[config.mk]
export PLATFORM = sky130hd
export DESIGN_NAME = ipd_frame_parser
export DESIGN_NICKNAME = d
export VERILOG_FILES = /design/src/ipd_pkg.sv /design/src/ipd_step.sv /design/src/ipd_frame_parser.sv
export SDC_FILE = /design/constraint.sdc
export NUM_CORES = 1
export LEC_CHECK = 0
export BUFFER_PORTS_ARGS = -buffer_cell sky130_fd_sc_hd__buf_2
export CAP_MARGIN = 15
export CORE_UTILIZATION = 57
export DETAILED_ROUTE_END_ITERATION = 6
export PLACE_DENSITY_LB_ADDON = 0.3
export SLEW_MARGIN = 10
export SYNTH_ARGS = -nofsm -noshare
export SYNTH_HDL_FRONTEND = slang
export SYNTH_SLANG_ARGS = --single-unit
[constraint.sdc]
create_clock -name i_clk -period 3.9 [get_ports i_clk]
set_input_delay 0.585 -clock i_clk [delete_from_list [all_inputs] [get_ports i_clk]]
set_output_delay 0.585 -clock i_clk [all_outputs]
set_load 0.02 [all_outputs]
[src/ipd_pkg.sv]
package ipd_pkg;

    localparam int unsigned LimitWidth = 10;
    localparam int unsigned LenWidth   = 16;
    localparam int unsigned ByteWidth  = 8;
    localparam int unsigned HdrLen     = 5;
    localparam int unsigned HdrIdxW    = 3;

    localparam logic [LimitWidth-1:0] LIMIT_RESET    = 10'd256;
    localparam logic [LimitWidth-1:0] HEADER_END_POS = 10'd7;
    localparam logic [LenWidth-1:0]   LEN_MAX        = 16'hFFFF;

    localparam logic [ByteWidth-1:0] CHR_PLUS  = 8'h2b;
    localparam logic [ByteWidth-1:0] CHR_I     = 8'h49;
    localparam logic [ByteWidth-1:0] CHR_P     = 8'h50;
    localparam logic [ByteWidth-1:0] CHR_D     = 8'h44;
    localparam logic [ByteWidth-1:0] CHR_COMMA = 8'h2c;
    localparam logic [ByteWidth-1:0] CHR_COLON = 8'h3a;
    localparam logic [ByteWidth-1:0] CHR_ZERO  = 8'h30;
    localparam logic [ByteWidth-1:0] CHR_NINE  = 8'h39;

    localparam logic [HdrIdxW-1:0] HDR_LAST = 3'd4;

    typedef enum logic [1:0] {
        PH_HUNT    = 2'd0,
        PH_FIRST   = 2'd1,
        PH_DIGITS  = 2'd2,
        PH_PAYLOAD = 2'd3
    } t_phase;

    typedef struct packed {
        t_phase                phase;
        logic [HdrIdxW-1:0]    hdr_match;
        logic [LimitWidth-1:0] position;
        logic [LenWidth-1:0]   decl_len;
        logic [LenWidth-1:0]   bytes_left;
    } t_state;

    typedef struct packed {
        logic                 data_valid;
        logic [ByteWidth-1:0] data_byte;
        logic                 frame_done;
        logic [LenWidth-1:0]  payload_len;
        logic                 frame_abort;
    } t_result;

    // expected header character at a given match index
    function automatic logic [ByteWidth-1:0] hdr_byte(input logic [HdrIdxW-1:0] idx);
        logic [ByteWidth-1:0] chr;
        unique case (idx)
            3'd0:    chr = CHR_PLUS;
            3'd1:    chr = CHR_I;
            3'd2:    chr = CHR_P;
            3'd3:    chr = CHR_D;
            3'd4:    chr = CHR_COMMA;
            default: chr = '0;
        endcase
        return chr;
    endfunction

    // accumulate one decimal digit, saturate; non-digits leave the length alone
    function automatic logic [LenWidth-1:0] add_digit(input logic [LenWidth-1:0] len,
                                                     input logic [ByteWidth-1:0] chr);
        logic [LenWidth+3:0] wide;
        logic [LenWidth+3:0] sum;
        logic [LenWidth-1:0] res;
        wide = {4'b0, len};
        sum  = (wide << 3) + (wide << 1) + {{(LenWidth){1'b0}}, chr[3:0]};
        res  = len;
        if (chr >= CHR_ZERO && chr <= CHR_NINE) begin
            res = (sum > {4'b0, LEN_MAX}) ? LEN_MAX : sum[LenWidth-1:0];
        end
        return res;
    endfunction

endpackage

[src/ipd_step.sv]
module ipd_step import ipd_pkg::*; (
    input  t_state                i_state,
    input  logic [ByteWidth-1:0]  i_byte,
    input  logic [LimitWidth-1:0] i_limit,
    output t_state                o_state,
    output t_result               o_result
);

    logic [LimitWidth:0]  pos_inc;
    logic [LenWidth-1:0]  left_dec;

    assign pos_inc  = {1'b0, i_state.position} + {{LimitWidth{1'b0}}, 1'b1};
    assign left_dec = (i_state.bytes_left != '0) ? i_state.bytes_left - 1'b1
                                                  : i_state.bytes_left;

    always_comb begin
        o_state  = i_state;
        o_result = '0;
        if (i_state.phase == PH_HUNT) begin
            if (i_state.hdr_match <= HDR_LAST && i_byte == hdr_byte(i_state.hdr_match)) begin
                if (i_state.hdr_match == HDR_LAST) begin
                    o_state.hdr_match  = '0;
                    o_state.phase      = PH_FIRST;
                    o_state.position   = HEADER_END_POS;
                    o_state.decl_len   = '0;
                    o_state.bytes_left = '0;
                end else begin
                    o_state.hdr_match = i_state.hdr_match + 1'b1;
                end
            end else begin
                o_state.hdr_match = '0;
            end
        end else if (pos_inc > {1'b0, i_limit}) begin
            // frame ran past the limit: drop it and hunt again
            o_result.frame_abort = 1'b1;
            o_state.phase        = PH_HUNT;
            o_state.hdr_match    = '0;
            o_state.position     = '0;
        end else begin
            o_state.position = pos_inc[LimitWidth-1:0];
            unique case (i_state.phase)
                PH_FIRST: begin
                    o_state.decl_len = add_digit(i_state.decl_len, i_byte);
                    o_state.phase    = PH_DIGITS;
                end
                PH_DIGITS: begin
                    if (i_byte == CHR_COLON) begin
                        o_state.bytes_left = i_state.decl_len;
                        o_state.phase      = PH_PAYLOAD;
                    end else begin
                        o_state.decl_len = add_digit(i_state.decl_len, i_byte);
                    end
                end
                default: begin
                    o_state.bytes_left = left_dec;
                    if (i_state.bytes_left != '0) begin
                        o_result.data_valid = 1'b1;
                        o_result.data_byte  = i_byte;
                    end
                    if (left_dec == '0) begin
                        o_result.frame_done  = 1'b1;
                        o_result.payload_len = i_state.decl_len;
                        o_state.phase        = PH_HUNT;
                        o_state.hdr_match    = '0;
                    end
                end
            endcase
        end
    end

endmodule

[src/ipd_frame_parser.sv]
// ipd_frame_parser: pulls "+IPD,<len>:<payload>" frames out of a byte stream.
// The accepted byte is registered in r_in_*, and its result in r_out_*.
// Throughput: one byte per cycle; the input register, the state update and the
// result register advance whenever the result slot is empty or being taken.
// Reset (synchronous, active low): pipeline empties, parser hunts for a header,
// frame_limit returns to 256.
module ipd_frame_parser import ipd_pkg::*; (
    input  logic                  i_clk,
    input  logic                  i_rst_n,
    // byte input
    input  logic                  i_valid,
    output logic                  o_ready,
    input  logic [ByteWidth-1:0]  i_rx_byte,
    // result output
    output logic                  o_valid,
    input  logic                  i_ready,
    output logic                  o_data_valid,
    output logic [ByteWidth-1:0]  o_data_byte,
    output logic                  o_frame_done,
    output logic [LenWidth-1:0]   o_payload_len,
    output logic                  o_frame_abort,
    // configuration
    input  logic                  psel,
    input  logic                  penable,
    input  logic                  pwrite,
    input  logic [2:0]            paddr,
    input  logic [31:0]           pwdata,
    output logic [31:0]           prdata,
    output logic                  pready
);

    // Pipeline: r_in_* holds the accepted byte, r_state is the parser state,
    // r_out_* holds the finished result until the consumer takes it.
    logic                  r_in_valid;
    logic [ByteWidth-1:0]  r_in_byte;
    t_state                r_state;
    logic                  r_out_valid;
    t_result               r_out;
    logic [LimitWidth-1:0] r_frame_limit;

    t_state                n_state;
    t_result               n_out;
    logic                  advance;
    logic                  cfg_write;

    // advance the compute stage when a byte is waiting and the result slot is free or being taken
    assign advance = r_in_valid && (!r_out_valid || i_ready);
    assign o_ready = !r_in_valid || advance;

    ipd_step u_step (
        .i_state  (r_state),
        .i_byte   (r_in_byte),
        .i_limit  (r_frame_limit),
        .o_state  (n_state),
        .o_result (n_out)
    );

    always_ff @(posedge i_clk) begin
        if (!i_rst_n) begin
            r_in_valid  <= 1'b0;
            r_out_valid <= 1'b0;
            r_state     <= '{phase: PH_HUNT, default: '0};
        end else begin
            if (o_ready) begin
                r_in_valid <= i_valid;
            end
            if (advance) begin
                r_state     <= n_state;
                r_out_valid <= 1'b1;
            end else if (i_ready) begin
                // drop the delivered result
                r_out_valid <= 1'b0;
            end
        end
    end

    // payload registers: no reset needed
    always_ff @(posedge i_clk) begin
        if (o_ready && i_valid) begin
            r_in_byte <= i_rx_byte;
        end
        if (advance) begin
            r_out <= n_out;
        end
    end

    // Configuration: frame_limit answers at byte addresses 0 to 3; 4 to 7 are ignored.
    assign pready    = 1'b1;
    assign cfg_write = psel && penable && pwrite && pready && !paddr[2];

    always_ff @(posedge i_clk) begin
        if (!i_rst_n) begin
            r_frame_limit <= LIMIT_RESET;
        end else if (cfg_write) begin
            r_frame_limit <= pwdata[LimitWidth-1:0];
        end
    end

    assign prdata = paddr[2] ? 32'd0 : {{(32-LimitWidth){1'b0}}, r_frame_limit};

    assign o_valid        = r_out_valid;
    assign o_data_valid   = r_out.data_valid;
    assign o_data_byte    = r_out.data_byte;
    assign o_frame_done   = r_out.frame_done;
    assign o_payload_len  = r_out.payload_len;
    assign o_frame_abort  = r_out.frame_abort;

`ifndef SYNTHESIS
    a_header_index: assert property (@(posedge i_clk) disable iff (!i_rst_n)
        r_state.hdr_match <= HDR_LAST)
        else $error("header match index out of range");

    a_advance_gives_result: assert property (@(posedge i_clk) disable iff (!i_rst_n)
        advance |=> r_out_valid)
        else $error("processed byte produced no result");

    a_abort_exclusive: assert property (@(posedge i_clk) disable iff (!i_rst_n)
        (r_out_valid && r_out.frame_abort) |->
            (!r_out.data_valid && !r_out.frame_done && r_out.payload_len == '0))
        else $error("abort result carries frame data");

    a_done_ends_frame: assert property (@(posedge i_clk) disable iff (!i_rst_n)
        (advance && n_out.frame_done) |=> (r_state.phase == PH_HUNT))
        else $error("frame end did not restart header hunt");
`endif

endmodule

==> results.yml <==
clock_network:
  clkTransAtPathRegs_ns: 0.07
  numCtsBuffers: 9
  cts_tree: "done"
  clock_latency_ns: 0.35
  root_buffer: "clkbuf_16"
  cts_buffer_depth: 2
  h-tree-depth: 3
  ctsHoldBuffers: 0
  cts.sinks: 94
yosys:
  synth_top_area_share_pct: 18.0
  synth_flop_cell: "dfxtp_1"
  synth_compound_area_share_pct: 20.9
  synth-async-reset-ratio_pct: 0
  post_synth_fa_ha_maj_area_fraction_pct: 10.5
  synth_cell_types: 72
  synth_mux_area_share_pct: 1.77
  yosys_register_bits: 94
  yosysMostFrequentCell: "a21oi_1"
  synthSimpleGateAreaFrac_pct: 22.5
  yosys.area.top_type: "dfxtp_1"
  synth.yosys.seq_area_share_pct: 34.0
  synthTopCellsByArea: "dfxtp_1 (18%), edfxtp_1 (16%), ha_1 (9.9%)"
  syn-mean-instance-area_um2: 8.73
  synth_xor_area_share_pct: 3.47
  synth_edf_count: 35
  netlist_area_um2: 6570
  ys_warn_count: 0
  syn_inst: 753
  synth_top_family_by_area: "simple AND/OR/NAND/NOR gates"
  synth_top_cells_by_count: "a21oi_1 (76), nand2_1 (67), dfxtp_1 (59)"
cells_and_area:
  area.growth.synth_to_final_pct: 9.92
  instances_no_fill: 948
  layout-drive-gt1-share_pct: 15.2
  nets: 907
  insertedDiodeCount: 0
timing:
  fmax_ghz: 0.272
  tightest_slew_ns: 1.01
  hold_violations: 0
  setup_ws_ns: 0.223
  setup-tns-final_ns: 0
  min_period_ns: 3.68
  period_share_pct: 94.3
  skew_ns: 0.00874
  timing.slew.headroom_pct: 32.1
  maxSlewViolCount: 0
  setup_viol: 0
setup_path:
  crit_required_ns: 4.17
  cp.arrival_ns: 3.95
  worstRegToRegCells: 14
  path_max_fanout: 12
  endpoint_kind: "register"
  path_class: "register to register"
  startpoint_type: "register"
die:
  core.rowCount: 38
  start_util_pct: 59.6
  die_w_um: 109
  die_h_um: 109
  die-area_um2: 12000
  core_area_um2: 11000
  io_pins: 112
drt:
  antenna_left: 0
  firstDrtPassIters: 5
  post_drt_via_cell_ratio: 6.12
  detail_route.wl_per_cell_um: 16.8
  wl_um: 15900
  drtIter0Drc: 398
  drcViolationCount: 0
  num_vias: 5803
grt:
  grt_pass1_wl_um: 25600
  grt_pass1_vias: 5218
  grtUsageTotal_pct: 27.7
  overflow: 0
  antenna_found_initial: 0
  grt_start_max_net_pins: 46
placement:
  dp_hpwl_um: 11400
  gp_congestion: 0.912
  dp_cells: 932
  place_ws_ns: 0.126
  port-buffer-count: 64
run_status:
  status: "finished, final reports clean"
pwr:
  design_power_total_uw: 2080
  p_leak_uw: 0.00299
  max-vdd-ir-drop_v: 0.000336
  power.density_nw_per_um2: 288
worst_hold_path:
  hold_class: "input pin to register"
  min_path_cells: 1
flow_run:
  drv_cap: 0
## cells in the final DEF, fill, tap and decap left out, types with 8 or more instances in the layout
| master | instances |
|---|---|
| nand2b_1 | 9 |
| a31oi_1 | 8 |
| nand4_1 | 11 |
| and2_1 | 29 |
| buf_4 | 16 |
| dfxtp_1 | 58 |
| inv_1 | 25 |
| a21oi_1 | 75 |
| ha_1 | 51 |
| edfxtp_1 | 35 |
| a211oi_1 | 21 |
| o21ai_0 | 32 |
| o211ai_1 | 14 |
| nor2_1 | 45 |
| nor4_1 | 10 |
| xor2_1 | 12 |
| nor3_1 | 27 |
| nand3_1 | 17 |
| xnor2_1 | 14 |
| a21o_1 | 8 |
| clkbuf_16 | 9 |
| o31ai_1 | 9 |
| conb_1 | 23 |
| nand2_1 | 67 |
| buf_2 | 64 |
## routing by layer
metal,share of wire (%),global-route usage [%],vias up
met5,0,0,-
met4,1.9,10.8,0
met3,7.1,3.73,29
met2,47,45.9,240
met1,44,36.5,2697
li1,-,-,2837
## report_power, final
part	switching, uW	internal [uW]
Clock	396	499
Sequential	12.5	1040
Combinational	97.4	38.1
## path summary, 6_finish.rpt
kind	to	slack, ns	start
max	r_state[4]	0.22	r_state[32]
min	r_in_byte[6]	0.41	i_rx_byte[6]
max reg2reg	r_state[4]	0.22	r_state[32]
min reg2reg	r_frame_limit[9]	0.46	r_frame_limit[9]
## critical path, stage by stage, from the launching register on
cell and delay (ns):
dfxtp_1 0.42, nand3_1 0.22, nor2_1 0.21, nand3_1 0.18, nor2_1 0.17, xor2_1 0.26
ha_1 0.32, and3_1 0.18, a211oi_1 0.28, o211a_1 0.24, nor2_1 0.07, a21boi_2 0.22
buf_4 0.23, or4_1 0.46, a21oi_1 0.15
## registers in the layout (all words and copies together), names as in the netlist
name,cells
r_frame_limit,10
r_in_valid,1
o_frame_abort,1
o_valid,1
o_data_byte,8
r_state,47
o_payload_len,16
r_in_byte,8
o_data_valid,1
o_frame_done,1
## area by class of cell
type                            instances  area, um2
Fill cell                             906       3810
Tap cell                              140        175
Sequential cell                        94       2230
Clock buffer                           11        233
Multi-Input combinational cell        592       3980
Timing Repair Buffer                   80        440
Clock inverter                          5       60.1
Inverter                               26       97.6
## what timing repair did
item | 4_1_cts | 5_1_grt
endpoints found under the hold margin | 0 | 0
endpoints found under the setup margin | 0 | 9
setup buffers | 0 | 0
resized for setup | 0 | 3
## through the flow
step / hold slack [ns] / cell area [um2] / util, %
after floorplan: 0.436 / 6650 / -
after global placement: 0.442 / 6920 / 62.7
after detailed placement: 0.448 / 6920 / 62.7
after CTS: 0.400 / 7210 / 65.4
after global routing: 0.401 / 7220 / 65.5
final: 0.406 / 7220 / 65.5
## kinds of logic after synthesis
group | after synthesis
muxes | 10
xor gates and xnor gates | 26
AOI/OAI and AO/OA | 213
DFF | 94
buffers and inverters | 88
adders and majority gates | 54
and+or+nand+nor | 266
other | 2
(Power assumes the default switching activity.)
